**src/rtl/core/color_bar_pattern_generator_assert.svh**
```systemverilog
// Assertion macros for the colour-bar pattern generator RTL.
`ifndef COLOR_BAR_PATTERN_GENERATOR_ASSERT_SVH
`define COLOR_BAR_PATTERN_GENERATOR_ASSERT_SVH

// Same-cycle implication, checked outside reset.
`define CBPG_ASSERT_NOW(label, clk, rst_n, ante, cons) \
    label: assert property (@(posedge clk) disable iff (!rst_n) (ante) |-> (cons)) \
        else $error("cbpg assertion failed");

// Next-cycle implication, checked outside reset.
`define CBPG_ASSERT_NEXT(label, clk, rst_n, ante, cons) \
    label: assert property (@(posedge clk) disable iff (!rst_n) (ante) |=> (cons)) \
        else $error("cbpg assertion failed");

`endif

```
**src/rtl/core/cbpg_pkg.sv**
```systemverilog
// Package: types, constants and colour tables of the colour-bar pattern generator.
package cbpg_pkg;

    localparam int C_COORD_W = 12;
    localparam int C_DIM_W   = 13;
    localparam int C_RGB_W   = 24;
    localparam int C_PROD_W  = 17;
    localparam int C_IDX_W   = 1;

    localparam logic [C_DIM_W-1:0] C_MAX_DIM      = 13'd4096;
    localparam logic [C_DIM_W-1:0] C_WIDTH_RESET  = 13'd640;
    localparam logic [C_DIM_W-1:0] C_HEIGHT_RESET = 13'd480;

    localparam logic [C_IDX_W-1:0] C_REG_WIDTH  = 1'b0;
    localparam logic [C_IDX_W-1:0] C_REG_HEIGHT = 1'b1;

    typedef logic [C_RGB_W-1:0]  t_rgb;
    typedef logic [C_PROD_W-1:0] t_prod;

    // Band edges scaled so a column compares without division:
    // x < (A / D) holds exactly when (x + 1) * D <= A.
    typedef struct packed {
        logic [C_DIM_W-1:0] width;
        logic [C_DIM_W-1:0] height;
        t_prod [3:0]        low_a;   // W*5k + 14, over 28
        t_prod [2:0]        low_b;   // W*(k+11) + 10, over 21
        t_prod [6:0]        seven;   // W*k + 3, over 7
    } t_geom;

    localparam t_rgb C_BAND_LOW [8] = '{
        24'h001d42, 24'hebebeb, 24'h2c005c, 24'h101010,
        24'h070707, 24'h101010, 24'h181818, 24'h101010
    };
    localparam t_rgb C_BAND_MID [7] = '{
        24'h0f0fb4, 24'h101010, 24'hb410b4, 24'h101010,
        24'h0db4b4, 24'h101010, 24'hb4b4b4
    };
    localparam t_rgb C_BAND_TOP [7] = '{
        24'hb4b4b4, 24'hb4b40c, 24'h0db4b4, 24'h0db40c,
        24'hb410b4, 24'hb40f0e, 24'h0f0fb4
    };

endpackage

```
**src/rtl/core/cbpg_cfg.sv**
```systemverilog
// Frame size registers and the registered band edges derived from them.
module cbpg_cfg import cbpg_pkg::*; (
    input  logic               i_clk,
    input  logic               i_rst_n,
    input  logic               i_cfg_we,
    input  logic [C_IDX_W-1:0] i_cfg_index,
    input  logic [C_DIM_W-1:0] i_cfg_data,
    output t_geom              o_geom
);

    logic [C_DIM_W-1:0] r_width;
    logic [C_DIM_W-1:0] r_height;
    t_geom              r_geom;
    t_geom              n_geom;
    logic [C_DIM_W-1:0] w_clamped;
    t_prod              w_ext;

    always_ff @(posedge i_clk) begin
        if (!i_rst_n) begin
            r_width  <= C_WIDTH_RESET;
            r_height <= C_HEIGHT_RESET;
        end else if (i_cfg_we) begin
            unique case (i_cfg_index)
                C_REG_WIDTH:  r_width  <= i_cfg_data;
                C_REG_HEIGHT: r_height <= i_cfg_data;
                default: ;
            endcase
        end
    end

    assign w_clamped = (r_width > C_MAX_DIM) ? C_MAX_DIM : r_width;
    assign w_ext     = C_PROD_W'(w_clamped);

    // Constant multiples only: each is a short shift-add.
    always_comb begin
        n_geom.width  = w_clamped;
        n_geom.height = (r_height > C_MAX_DIM) ? C_MAX_DIM : r_height;
        for (int k = 0; k < 4; k++) begin
            n_geom.low_a[k] = C_PROD_W'(w_ext * C_PROD_W'(5 * (k + 1)) + C_PROD_W'(14));
        end
        for (int k = 0; k < 3; k++) begin
            n_geom.low_b[k] = C_PROD_W'(w_ext * C_PROD_W'(k + 16) + C_PROD_W'(10));
        end
        for (int k = 0; k < 7; k++) begin
            n_geom.seven[k] = C_PROD_W'(w_ext * C_PROD_W'(k + 1) + C_PROD_W'(3));
        end
    end

    always_ff @(posedge i_clk) begin
        r_geom <= n_geom;
    end

    assign o_geom = r_geom;

endmodule

```
**src/rtl/core/cbpg_shade.sv**
```systemverilog
// Band decision and colour lookup for one pixel, with the result register.
module cbpg_shade import cbpg_pkg::*; (
    input  logic                 i_clk,
    input  logic                 i_load,
    input  logic [C_COORD_W-1:0] i_column,
    input  logic [C_COORD_W-1:0] i_row,
    input  t_geom                i_geom,
    output t_rgb                 o_color,
    output logic                 o_in_frame
);

    t_prod      x1;
    t_prod      y1;
    t_prod      x28;
    t_prod      x21;
    t_prod      x7;
    logic [2:0] low_sel;
    logic [2:0] sev_sel;
    logic       inside_frame;
    logic       in_low;
    logic       in_mid;
    t_rgb       n_color;
    t_rgb       r_color;
    logic       r_in_frame;

    assign x1  = C_PROD_W'(i_column) + C_PROD_W'(1);
    assign y1  = C_PROD_W'(i_row) + C_PROD_W'(1);
    assign x28 = C_PROD_W'(x1 * C_PROD_W'(28));
    assign x21 = C_PROD_W'(x1 * C_PROD_W'(21));
    assign x7  = C_PROD_W'(x1 * C_PROD_W'(7));

    assign inside_frame = (C_DIM_W'(i_column) < i_geom.width)
                       && (C_DIM_W'(i_row) < i_geom.height);
    // row < h/4 and row < h/3 without dividing
    assign in_low = C_PROD_W'(y1 * C_PROD_W'(4)) <= C_PROD_W'(i_geom.height);
    assign in_mid = C_PROD_W'(y1 * C_PROD_W'(3)) <= C_PROD_W'(i_geom.height);

    // Walk from the last edge back so the first edge past the column wins.
    always_comb begin
        low_sel = 3'd7;
        for (int k = 2; k >= 0; k--) begin
            if (x21 <= i_geom.low_b[k]) begin
                low_sel = 3'(k + 4);
            end
        end
        for (int k = 3; k >= 0; k--) begin
            if (x28 <= i_geom.low_a[k]) begin
                low_sel = 3'(k);
            end
        end
        sev_sel = 3'd6;
        for (int k = 6; k >= 0; k--) begin
            if (x7 <= i_geom.seven[k]) begin
                sev_sel = 3'(k);
            end
        end
    end

    always_comb begin
        if (!inside_frame) begin
            n_color = '0;
        end else if (in_low) begin
            n_color = C_BAND_LOW[low_sel];
        end else if (in_mid) begin
            n_color = C_BAND_MID[sev_sel];
        end else begin
            n_color = C_BAND_TOP[sev_sel];
        end
    end

    always_ff @(posedge i_clk) begin
        if (i_load) begin
            r_color    <= n_color;
            r_in_frame <= inside_frame;
        end
    end

    assign o_color    = r_color;
    assign o_in_frame = r_in_frame;

endmodule

```
**src/rtl/core/color_bar_pattern_generator.sv**
```systemverilog
// Top level of the colour-bar pattern generator: stream ports, input register, assertions.
`include "color_bar_pattern_generator_assert.svh"

// Colour-bar test pattern source. Each input transfer carries a pixel
// coordinate (column from the left, row counted from the bottom of the frame)
// and yields exactly one output transfer with the 24-bit RGB colour of the
// standard bar pattern and an in-frame flag; coordinates outside the
// configured frame give colour zero with the flag clear. The block takes one
// transfer per clock while the output is not back-pressured. A coordinate
// waits in the input register while the band compare and colour table fill
// the result register, from which its result is offered. Back-pressure on
// the output stalls both stages; a new coordinate is still taken while a
// finished result waits, provided the input register is
// empty or moves on in that same cycle. Frame width and height are written
// through the plain register port (index 0 width, index 1 height, values
// above 4096 act as 4096, zero puts every pixel outside the frame). The band
// edges are recomputed from the size registers every cycle, so write the
// size only while no pixel is in flight; a pixel may follow the write in the
// very next cycle.
module color_bar_pattern_generator import cbpg_pkg::*; (
    input  logic               i_clk,
    input  logic               i_rst_n,
    // configuration
    input  logic               i_cfg_we,
    input  logic [C_IDX_W-1:0] i_cfg_index,
    input  logic [C_DIM_W-1:0] i_cfg_data,
    // coordinate stream
    input  logic               s_axis_tvalid,
    output logic               s_axis_tready,
    input  logic [23:0]        s_axis_tdata,   // [11:0] column, [23:12] row
    // pixel stream
    output logic               m_axis_tvalid,
    input  logic               m_axis_tready,
    output logic [23:0]        m_axis_tdata,   // [23:0] color
    output logic               m_axis_tuser    // [0] in_frame
);

    t_geom                geom;
    logic                 r_in_valid;
    logic [C_COORD_W-1:0] r_column;
    logic [C_COORD_W-1:0] r_row;
    logic                 r_out_valid;
    logic                 advance;
    logic                 s_accept;

    // advance the held coordinate whenever the result register is free
    assign advance       = r_in_valid && (!r_out_valid || m_axis_tready);
    assign s_axis_tready = !r_in_valid || advance;
    assign s_accept      = s_axis_tvalid && s_axis_tready;

    cbpg_cfg u_cfg (
        .i_clk       (i_clk),
        .i_rst_n     (i_rst_n),
        .i_cfg_we    (i_cfg_we),
        .i_cfg_index (i_cfg_index),
        .i_cfg_data  (i_cfg_data),
        .o_geom      (geom)
    );

    // hold the coordinate until it moves into the result stage
    always_ff @(posedge i_clk) begin
        if (!i_rst_n) begin
            r_in_valid <= 1'b0;
        end else if (s_accept) begin
            r_in_valid <= 1'b1;
        end else if (advance) begin
            r_in_valid <= 1'b0;
        end
    end

    always_ff @(posedge i_clk) begin
        if (s_accept) begin
            r_column <= s_axis_tdata[11:0];
            r_row    <= s_axis_tdata[23:12];
        end
    end

    cbpg_shade u_shade (
        .i_clk      (i_clk),
        .i_load     (advance),
        .i_column   (r_column),
        .i_row      (r_row),
        .i_geom     (geom),
        .o_color    (m_axis_tdata),
        .o_in_frame (m_axis_tuser)
    );

    // result is valid from its load until the downstream transfer
    always_ff @(posedge i_clk) begin
        if (!i_rst_n) begin
            r_out_valid <= 1'b0;
        end else if (advance) begin
            r_out_valid <= 1'b1;
        end else if (m_axis_tready) begin
            r_out_valid <= 1'b0;
        end
    end

    assign m_axis_tvalid = r_out_valid;

    `CBPG_ASSERT_NOW(a_off_frame_black, i_clk, i_rst_n, m_axis_tvalid && !m_axis_tuser, m_axis_tdata == '0)
    `CBPG_ASSERT_NEXT(a_accept_held, i_clk, i_rst_n, s_accept, r_in_valid)
    `CBPG_ASSERT_NEXT(a_advance_shows, i_clk, i_rst_n, advance, m_axis_tvalid)
    `CBPG_ASSERT_NOW(a_ready_when_empty, i_clk, i_rst_n, !r_in_valid, s_axis_tready)

endmodule

```
**config.mk**
```make
export PLATFORM = sky130hd
export DESIGN_NAME = color_bar_pattern_generator
export DESIGN_NICKNAME = d
export VERILOG_FILES = /design/src/rtl/core/cbpg_pkg.sv /design/src/rtl/core/cbpg_cfg.sv /design/src/rtl/core/cbpg_shade.sv /design/src/rtl/core/color_bar_pattern_generator.sv
export VERILOG_INCLUDE_DIRS = /design/src /design/src/rtl/core
export SDC_FILE = /design/constraint.sdc
export NUM_CORES = 1
export LEC_CHECK = 0
export ABC_AREA = 1
export BUFFER_PORTS_ARGS = -buffer_cell sky130_fd_sc_hd__buf_2
export CAP_MARGIN = 20
export CORE_MARGIN = 1.5
export CORE_UTILIZATION = 45
export CTS_BUF_LIST = sky130_fd_sc_hd__clkbuf_16
export CTS_CLUSTER_DIAMETER = 50
export DETAILED_ROUTE_END_ITERATION = 16
export MAX_ROUTING_LAYER = met4
export PLACE_DENSITY_LB_ADDON = 0.05
export SYNTH_ARGS = -nofsm -noshare
export SYNTH_HDL_FRONTEND = slang
export SYNTH_SLANG_ARGS = --single-unit
```
**constraint.sdc**
```tcl
create_clock -name i_clk -period 12 [get_ports i_clk]
set_clock_uncertainty 0.15 [all_clocks]
set_input_delay 0.6 -clock i_clk [delete_from_list [all_inputs] [get_ports i_clk]]
set_output_delay 0.6 -clock i_clk [all_outputs]
set_load 0.005 [all_outputs]
```
== After elaboration in Yosys (flattened, before gate mapping) ==
Memories as Yosys holds them, arrays and structs flattened.
Cells that the tools add are included.

* Register bits after elaboration: 324
* ROM bits: 576
* Input bits: 43
* Logic and storage cells: 114
* Memories: 3

* $add $sub $neg: 15
* $mul: 12
* Order comparisons: 21
* Multiplexer cells: 26
* Bitwise logic cells: 3
* Reductions and logical operators: 11

{| class="wikitable"
|+ Memory list
! name !! depth !! width !! rd ports !! clocked after memory_dff !! wr ports !! RTL line !! source
|-
| (no name shown) || 8 || 24 || 1 || 0 || 0 || cbpg_shade.sv:67 || <nowiki>n_color = C_BAND_TOP[sev_sel];</nowiki>
|-
| (no name shown) || 8 || 24 || 1 || 0 || 0 || cbpg_shade.sv:63 || <nowiki>n_color = C_BAND_LOW[low_sel];</nowiki>
|-
| (no name shown) || 8 || 24 || 1 || 0 || 0 || cbpg_shade.sv:65 || <nowiki>n_color = C_BAND_MID[sev_sel];</nowiki>
|}

{| class="wikitable"
|+ Operators by type and width
! operator !! count
|-
| 17-bit <= comparator || 13
|-
| 24-bit 2-to-1 mux || 8
|-
| 17-bit by 4-bit adder with 17-bit output, second input constant || 7
|-
| 17-bit by 2-bit adder with 17-bit output, second input constant || 3
|-
| 17-bit by 13-bit <= comparator with 1-bit output || 2
|-
| 13-bit by 3-bit multiplier with 16-bit output, second input constant || 2
|-
| 13-bit by 2-bit multiplier with 15-bit output, second input constant || 2
|-
| 12-bit by 1-bit adder with 13-bit output, second input constant || 2
|-
| 13-bit greater-than comparator, second input constant || 2
|-
| 12-bit by 13-bit less-than comparator with 1-bit output || 2
|-
| 3-bit 2-to-1 mux || 8
|-
| 13-bit by 4-bit multiplier with 17-bit output, second input constant || 1
|-
| 13-bit by 5-bit multiplier with 17-bit output, second input constant || 1
|-
| 17-bit by 2-bit multiplier with 17-bit output, second input constant || 1
|-
| 17-bit by 3-bit multiplier with 15-bit output, second input constant || 1
|-
| 17-bit by 3-bit multiplier with 17-bit output, second input constant || 1
|-
| 17-bit by 5-bit multiplier with 17-bit output, second input constant || 1
|-
| 15-bit by 2-bit adder with 16-bit output, second input constant || 1
|-
| 13-bit by 4-bit multiplier with 16-bit output, second input constant || 1
|-
| 14-bit by 2-bit adder with 15-bit output, second input constant || 1
|-
| 13-bit by 3-bit multiplier with 15-bit output, second input constant || 1
|-
| 13-bit by 2-bit adder with 14-bit output, second input constant || 1
|-
| 13-bit 2-to-1 mux || 1
|-
| 4-bit >= comparator, second input constant || 2
|-
| 9 further kinds || 23
|}

== Depth between registers and ports, before layout ==
Gate-level depths: netlist (run 1).

* Depth after elaboration: 15
* Gate-level depth with buffers: 43
* Mapped depth without buffers: 43

== Hierarchy ==
Synthesis (run 1) repeated with hierarchy kept, for this count alone.

* Cells, all modules: 3318
* Area total of the unflattened synthesis: 24740.0 um2

{| class="wikitable"
|+ By module, submodules not included
! module !! instances !! cells an instance !! area each (um2)
|-
| cbpg_cfg || 1 || 1571 || 12799.8
|-
| cbpg_shade || 1 || 1710 || 11124.4
|-
| color_bar_pattern_generator || 1 || 37 || 815.8
|}

== Worst setup path before layout (run 1) ==
Ideal clock, no wire load.

* Kind: reg2reg
* Start: register r_column[0]
* End: register u_shade.r_color[19] (netlist: u_shade.o_color[19]) (data pin)
* Library setup time: 0.131 ns
* Arrival: 5.944 ns
* Data required time: 11.719 ns
* Path slack: 5.775 ns
* Cell stages (with the launch flop): 32
* Path buffers: 0
* Path through: edfxtp_1 > nand4_1 > nor2_1 > nand2_1 > nor2_1 > inv_1 > nor3_2 > xor2_1 > inv_1 > ha_1 > ha_1 > inv_1 > fa_1 > inv_1 > ha_1 > a21oi_1 > a21boi_0 > o2111ai_1 > xor2_1 > ha_1 > nand2_1 > nor3_1 > nand3_1 > o211ai_1 > nand3_1 > a21oi_1 > inv_1 > ha_1 > or2_2 > nor2_1 > nor2_1 > nand2_1

* Cells in the longest elaborated chain, start to end: 15

{| class="wikitable"
|+ RTL lines
! item !! RTL line !! source
|-
| start: declaration || color_bar_pattern_generator.sv:40 || <nowiki>logic [C_COORD_W-1:0] r_column;</nowiki>
|-
| start signal: assignment || color_bar_pattern_generator.sv:73 || <nowiki>r_column <= s_axis_tdata[11:0];</nowiki>
|-
| 12-bit by 1-bit adder with 13-bit output || cbpg_shade.sv:26 || <nowiki>assign x1 = C_PROD_W'(i_column) + C_PROD_W'(1);</nowiki>
|-
| 17-bit by 3-bit multiplier with 17-bit output or 17-bit by 5-bit multiplier with 17-bit output (tied branches) || cbpg_shade.sv:30, cbpg_shade.sv:29 ||
|-
| 17-bit <= comparator (on tied branches) || cbpg_shade.sv:53, cbpg_shade.sv:42 ||
|-
| 2-bit 2-to-1 mux or 1-bit 2-to-1 mux (tied branches) || cbpg_shade.sv:53, cbpg_shade.sv:42 ||
|-
| 2-bit 2-to-1 mux (on tied branches) || cbpg_shade.sv:53, cbpg_shade.sv:42 ||
|-
| 3-bit 2-to-1 mux or 2-bit 2-to-1 mux (tied branches) || cbpg_shade.sv:53, cbpg_shade.sv:42 ||
|-
| 3-bit 2-to-1 mux (on tied branches) (3 in series) || cbpg_shade.sv:53, cbpg_shade.sv:47 ||
|-
| 3-bit NOT with 4-bit output (not written as such) or 3-bit 2-to-1 mux (tied branches) || cbpg_shade.sv:65, cbpg_shade.sv:67, cbpg_shade.sv:47 ||
|-
| memory read 8 x 24 bit, or another cell as far along || n/a ||
|-
| 24-bit 2-to-1 mux (not written as such), or another cell as far along || cbpg_shade.sv:67 ||
|-
| 24-bit 2-to-1 mux (on tied branches) || cbpg_shade.sv:67, cbpg_shade.sv:63, cbpg_shade.sv:65 ||
|-
| 24-bit 2-to-1 mux (on tied branches) || cbpg_shade.sv:64, cbpg_shade.sv:63 ||
|-
| 24-bit 2-to-1 mux || cbpg_shade.sv:62 || <nowiki>end else if (in_low) begin</nowiki>
|-
| end signal: assignment || cbpg_shade.sv:73 || <nowiki>r_color <= n_color;</nowiki>
|-
| end: declaration || cbpg_shade.sv:23 || <nowiki>t_rgb r_color;</nowiki>
|}

Parallel ways exist; a longest one is shown, timed or not. The select of a mux whose other input is x is not followed.
A chain may end at the register's enable or synchronous reset.

== Final worst setup path (run 1) ==
Ends and elaborated chain as after synthesis.

==> results of run 1 <==
==> sequential cells by signal, summed over array words and instances, names as in the netlist, 12 cells and up <==
register,cells
u_cfg.r_height,13
u_shade.o_color,20
u_cfg.o_geom,171
u_cfg.r_width,13
r_column,12
r_row,12
==> synth_stat cells (5+ instances only) <==
library cell | count | area [um2]
a21o_1 | 7 | 52.6
a21oi_1 | 207 | 1040
a31oi_1 | 9 | 56.3
buf_4 | 5 | 37.5
clkbuf_1 | 12 | 45.0
dfxtp_1 | 199 | 3980
edfxtp_1 | 45 | 1350
fa_1 | 35 | 701
ha_1 | 423 | 5290
inv_1 | 518 | 1940
inv_2 | 6 | 22.5
nand2_1 | 460 | 1730
nand2_2 | 7 | 43.8
nand3_1 | 81 | 405
nand4_1 | 49 | 307
nor2_1 | 197 | 739
nor2_2 | 7 | 43.8
nor3_1 | 40 | 200
nor3_2 | 6 | 60.1
nor4_1 | 10 | 62.6
o211ai_1 | 11 | 82.6
o21a_1 | 9 | 67.6
o21ai_0 | 88 | 440
o21ai_2 | 5 | 43.8
o21bai_1 | 10 | 75.1
o221ai_1 | 6 | 52.6
xnor2_1 | 44 | 385
xor2_1 | 149 | 1310
xor2_2 | 6 | 97.6
==> area by class of cell <==
type	count	area, um2
Fill cell	4548	22900
Clock inverter	27	298
Clock buffer	36	901
Multi-Input combinational cell	1925	13800
Sequential cell	244	5340
Tap cell	607	759
Timing Repair Buffer	88	515
Inverter	526	1970
==> critical path, delay by kind of cell, from the launching register on <==
kind	cells	cell delay [ns]
xor+xnor	2	0.73
simple gates	15	2.05
flops	1	0.55
buf+inv	4	0.36
fa+ha+maj	6	2.10
compound gates	6	1.67
==> per-layer routing <==
metal | part of all wire (%) | up-vias
met5 | 0 | -
met4 | 3.0 | 0
met3 | 4.4 | 73
met2 | 41 | 308
met1 | 51 | 7954
li1 | - | 9031
==> stage by stage <==
step / instances / worst slack [ns] / power (mW) / instance area (um2)
floorplan: 2713 / 5.77 / 2.62 / 21200
global placement: 3388 / 4.42 / 3.24 / 22300
detailed placement: 3389 / 4.26 / 3.29 / 22400
CTS: 3452 / 4.24 / 4.38 / 23600
global route: 3453 / 3.47 / 4.79 / 23600
finish: 3453 / 4.24 / 4.37 / 23600
==> power groups by stage <==
stage | Clock, mW | Sequential (mW) | Combinational (mW)
CTS | 1.08 | 1.01 | 2.29
floorplan | 0 | 1.01 | 1.61
global route | 1.12 | 1.02 | 2.66
global placement | 0 | 1.02 | 2.22
finish | 1.06 | 1.01 | 2.30
detailed placement | 0 | 1.03 | 2.27
==> final timing paths <==
kind | start | end | slack [ns]
max | r_column[0] | u_shade.o_color[19] | 4.24
min reg2reg | u_cfg.r_height[12] | u_cfg.o_geom[250] | 0.21
max reg2reg | r_column[0] | u_shade.o_color[19] | 4.24
min | s_axis_tdata[18] | r_row[6] | 0.06
==> kinds of logic after synthesis <==
group / synth area share, %
compound gates: 10.1
xor+xnor: 8.53
fa+ha+maj: 28.3
buf+inv: 9.75
flops: 25.2
other cells: 0.0177
simple gates: 18.0
==> run metrics, run 1 <==
Root Buffer=clkbuf_16; leading cell type in the layout, fill and taps excluded=inv_1; clock slew at reported path FFs=~0.06 ns; Worst R2R Path Depth=33; M1 GR Usage=between 30 and 40%; core area=0.0465 mm2; Port Buffer Count=69; CTS H-tree lvls=2; Post-DRT Antenna Nets=0; Crit. End Element=flop; vias in the first global route=approximately 17k; met3 usage=3.08%; RSZ-0062 raised after global routing=false; drt pass-1 iters=5; WL final=57300 um; synthesis warning total=0; switching part of the total=roughly 44%; WL/cell=16.6 um; DRC errors left=0; Leakage=12.3 nW; total die area=0.0483 mm2; Seq/Total Area, Yosys=25.2%; Max-slew headroom=34.9%; CTS tree=built; Critical Path RT=12.27 ns; vias=17.4k; commonest non-fill, non-tap cells in the layout=inv_1, nand2_1, ha_1; fin crit share=64.6%; number of synthesized flops with an enable pin=45; largest net degree at the start of global routing=28; global-route wire length before repair=90700 um; post-CTS sizing=0; hold_buf cts=0; Comb pwr share=52.7%; min cycle time layout=7.76 ns; Min-Delay Path Class=input pin to flop; status=completed; critical path type=flop to flop; IO Pins=70; initial antenna violation count=1; Max IR drop VDD=~0.12 mV; grt ovf=0; CTS Buffer Depth=3; layout cells sized above 1=7.24%; area added between synthesis and finish=11.6%; critical path's largest stage delay=slightly below 0.8 ns; dominant synthesized flop cell=dfxtp_1; PwrDens=185 mW/mm2; Post-CTS Setup Inserts=0; Clock Sink Count=between 200 and 250; Mapped Cells=~2.7k; final slew viol count=0; f_max=0.129 GHz; clock share of power=24.3%; final hold vios=0; crit start category=flop; max-capacitance violation count=0; RD Place Congestion=0.894; Num CTS Buffers=35; hpwl dp=between 40000 and 50000 um; die width=220 um; Async S/R FF share, synth=0%; Initial DRC Count=approximately 990; WHS=roughly 0.063 ns; Final Setup Violations=0; worst hold path depth=1; Layout Utilization=50.8%; post-synthesis average cell area=7.81 um2; GR Util met2=36.6%; row count=79; sw power=1.93 mW; Int Pwr=between 2 and 2.5 mW; Slew @ Worst Pin=approximately 0.97 ns; Skew-Pair Late Insertion Delay=roughly 0.56 ns; Worst path most repeated cell=nand2_1; die height=220 um; ANT cells=0; unique cell type count in the Yosys netlist=61; nets=3321; crit-path max FO=9; data arrival time of the worst path=8.03 ns; Mapped Area=0.0211 mm2; Starting Density=45.5%; crit path max-delay cell type=o21ai_0; setup TNS=0 ns; Flop pwr share=23.1%; Via density=5.03; Top Usage Layer GRT=met2; GRT Overall Usage=25.1%; post-synthesis register bit count=244
Note: power is estimated with default switching activity, not from simulation.
==> inputs of run 2 (changes only) <==
Clock period 12 ns to 7.6 ns, I/O delays scaled along.
==> run 2 against run 1 <==
Compared with the run above:
- total power up 61%
- critical path type unchanged
- cell area up 2.6%
- register-to-register slack worse by 3.7 ns
==> run metrics, run 2 (synthesis gave the netlist of run 1 again) <==
WHS=just over 0.1 ns; Clock Sink Count=about 240; IO Pins=70; DRC errors left=0; vias in the first global route=17.4k; switching part of the total=between 40 and 50%; flop2flop setup slack=0.56 ns; largest net degree at the start of global routing=28; hpwl dp=46100 um; Filler Cells Inserted=4552; total die area=0.0483 mm2; RSZ-0062 raised after global routing=false; core area=0.0465 mm2; Comb pwr share=51.7%; clock share of power=around 26%; die height=roughly 220 um; Buf/Inv on CP=7; vias=roughly 18k; met3 WL post-DR=2450 um; row count=79; clock slew at reported path FFs=0.06 ns; final hold vios=0; CTS tree=built; Num CTS Buffers=37; status=completed; Layout Utilization=52.1%; Critical Path RT=approximately 7.9 ns; Storage cell area=approximately 0.0053 mm2; max FFs per register=171; fin crit share=92.7%; CTS H-tree lvls=2; leading cell type in the layout, fill and taps excluded=inv_1; Starting Density=45.5%; crit start category=flop; wl on met1=29500 um; grt ovf=0; Flop pwr share=roughly 23%; final cell count without fillers=approximately 3.5k; CTS Buffer Depth=3; Max IR drop VDD=between 0.2 and 0.25 mV; Worst path most repeated cell=nand2_1; Via density=5.04; f_max=~0.14 GHz; sw power=about 3.0 mW; DR top layer=met4; Port Buffer Count=69; drt pass-1 iters=5; area added between synthesis and finish=14.5%; Min-Delay Path Class=input pin to flop; multi-input logic area=0.0138 mm2; Post-DRT Antenna Nets=0; Worst R2R Path Depth=39; setup TNS=0 ns; Skew-Pair Late Insertion Delay=around 0.55 ns; Initial DRC Count=around 940; final slew viol count=0; reg2reg start=r_column[1]; Hold Path End=u_cfg.r_width[7]; DR WL met2=24800 um; worst hold path depth=2; layout cells sized above 1=7.72%; worst flop-to-flop path endpoint=u_shade.o_color[19]; Final Setup Violations=0; Max-slew headroom=41.1%; data arrival time of the worst path=approximately 7.3 ns; WL/cell=16.5 um; Crit. End Element=flop; critical path's largest stage delay=0.50 ns; post-placement cell count=3397; min cycle time layout=7.04 ns; die width=approximately 220 um; RD Place Congestion=between 0.8 and 0.9; nets=3374; Int Pwr=4.00 mW; critical path type=flop to flop; Root Buffer=clkbuf_16; initial antenna violation count=2; commonest non-fill, non-tap cells in the layout=inv_1, nand2_1, ha_1; HP Start=i_rst_n; global-route wire length before repair=91500 um; Slew @ Worst Pin=0.883 ns; max-capacitance violation count=0; Leakage=12.6 nW; CP delay by family, top=simple AND/OR/NAND/NOR gates; WL final=57900 um; GRT Overall Usage=roughly 25%; crit-path max FO=7; PwrDens=291 mW/mm2; crit path max-delay cell type=fa_1
[run 2: cell count changes in the layout (fill, tap and decap cells not counted), sizes merged]
cell	before	now
diode	0	1
dlygate4sd3	0	39
bufinv	4	6
clkinv	15	11
buf	88	100
inv	532	537
clkbuf	36	38
clkinvlp	2	1
[run 2: worst register-to-register path: cells and delay by family (launching register included)]
kind | cells | cell delay [ns]
XOR/XNOR | 2 | 0.37
buffers and inverters | 7 | 0.72
AO/OA/AOI/OAI | 5 | 0.81
adder cells (fa/ha/maj) | 6 | 2.01
flip-flops | 1 | 0.46
AND/OR/NAND/NOR | 19 | 2.42
[run 2: worst max-delay path by stage]
stage,from,endpoint,cells after the start
2_1_floorplan,r_column[0],u_shade.o_color[19],31
3_3_place_gp,r_column[0],u_shade.o_color[19],36
3_5_place_dp,r_column[0],u_shade.o_color[19],36
4_1_cts,r_column[0],u_shade.o_color[19],36
5_1_grt,r_column[1],u_shade.o_color[3],39
6_report,r_column[1],u_shade.o_color[19],39
[run 2: power by group through the flow]
stage | logic, mW | registers, mW | clock network (mW)
after floorplan | 2.55 | 1.60 | 0
after global placement | 3.48 | 1.62 | 0
after detailed placement | 3.58 | 1.62 | 0
after CTS | 3.63 | 1.59 | 1.85
after global routing | 4.20 | 1.61 | 1.90
final | 3.65 | 1.59 | 1.81
[run 2: final cells by class]
cell class | instances | share of cell area (%)
multi-input cells | 1925 | 57.1
flip-flops and latches | 244 | 22.0
inverters | 526 | 8.16
repair buffers | 139 | 4.12
clock buffers | 38 | 3.93
well taps | 607 | 3.14
clock inverters | 29 | 1.52
diodes | 1 | 0.0103
[run 2: repair_timing]
action                                  4_1_cts  5_1_grt
resized for setup                             0        6
setup buffers                                 0        4
endpoints found under the setup margin        0       16
hold buffers                                 39        0
endpoints found under the hold margin        48        0
[run 2: metrics by stage]
stage          setup WS [ns]  total power [mW]  area [um2]
4_1_cts                0.385              7.07       24100
5_1_grt               0.0139              7.71       24200
3_5_place_dp           0.387              5.20       22400
6_report               0.557              7.05       24200
2_1_floorplan           1.37              4.14       21200
3_3_place_gp           0.581              5.10       22400
[run 2: routing by layer]
layer / vias up / track usage, %
met3: 59 / 3.26
met4: 0 / 5.71
met5: - / -
li1: 9151 / -
met1: 8182 / 35.3
met2: 303 / 38.7
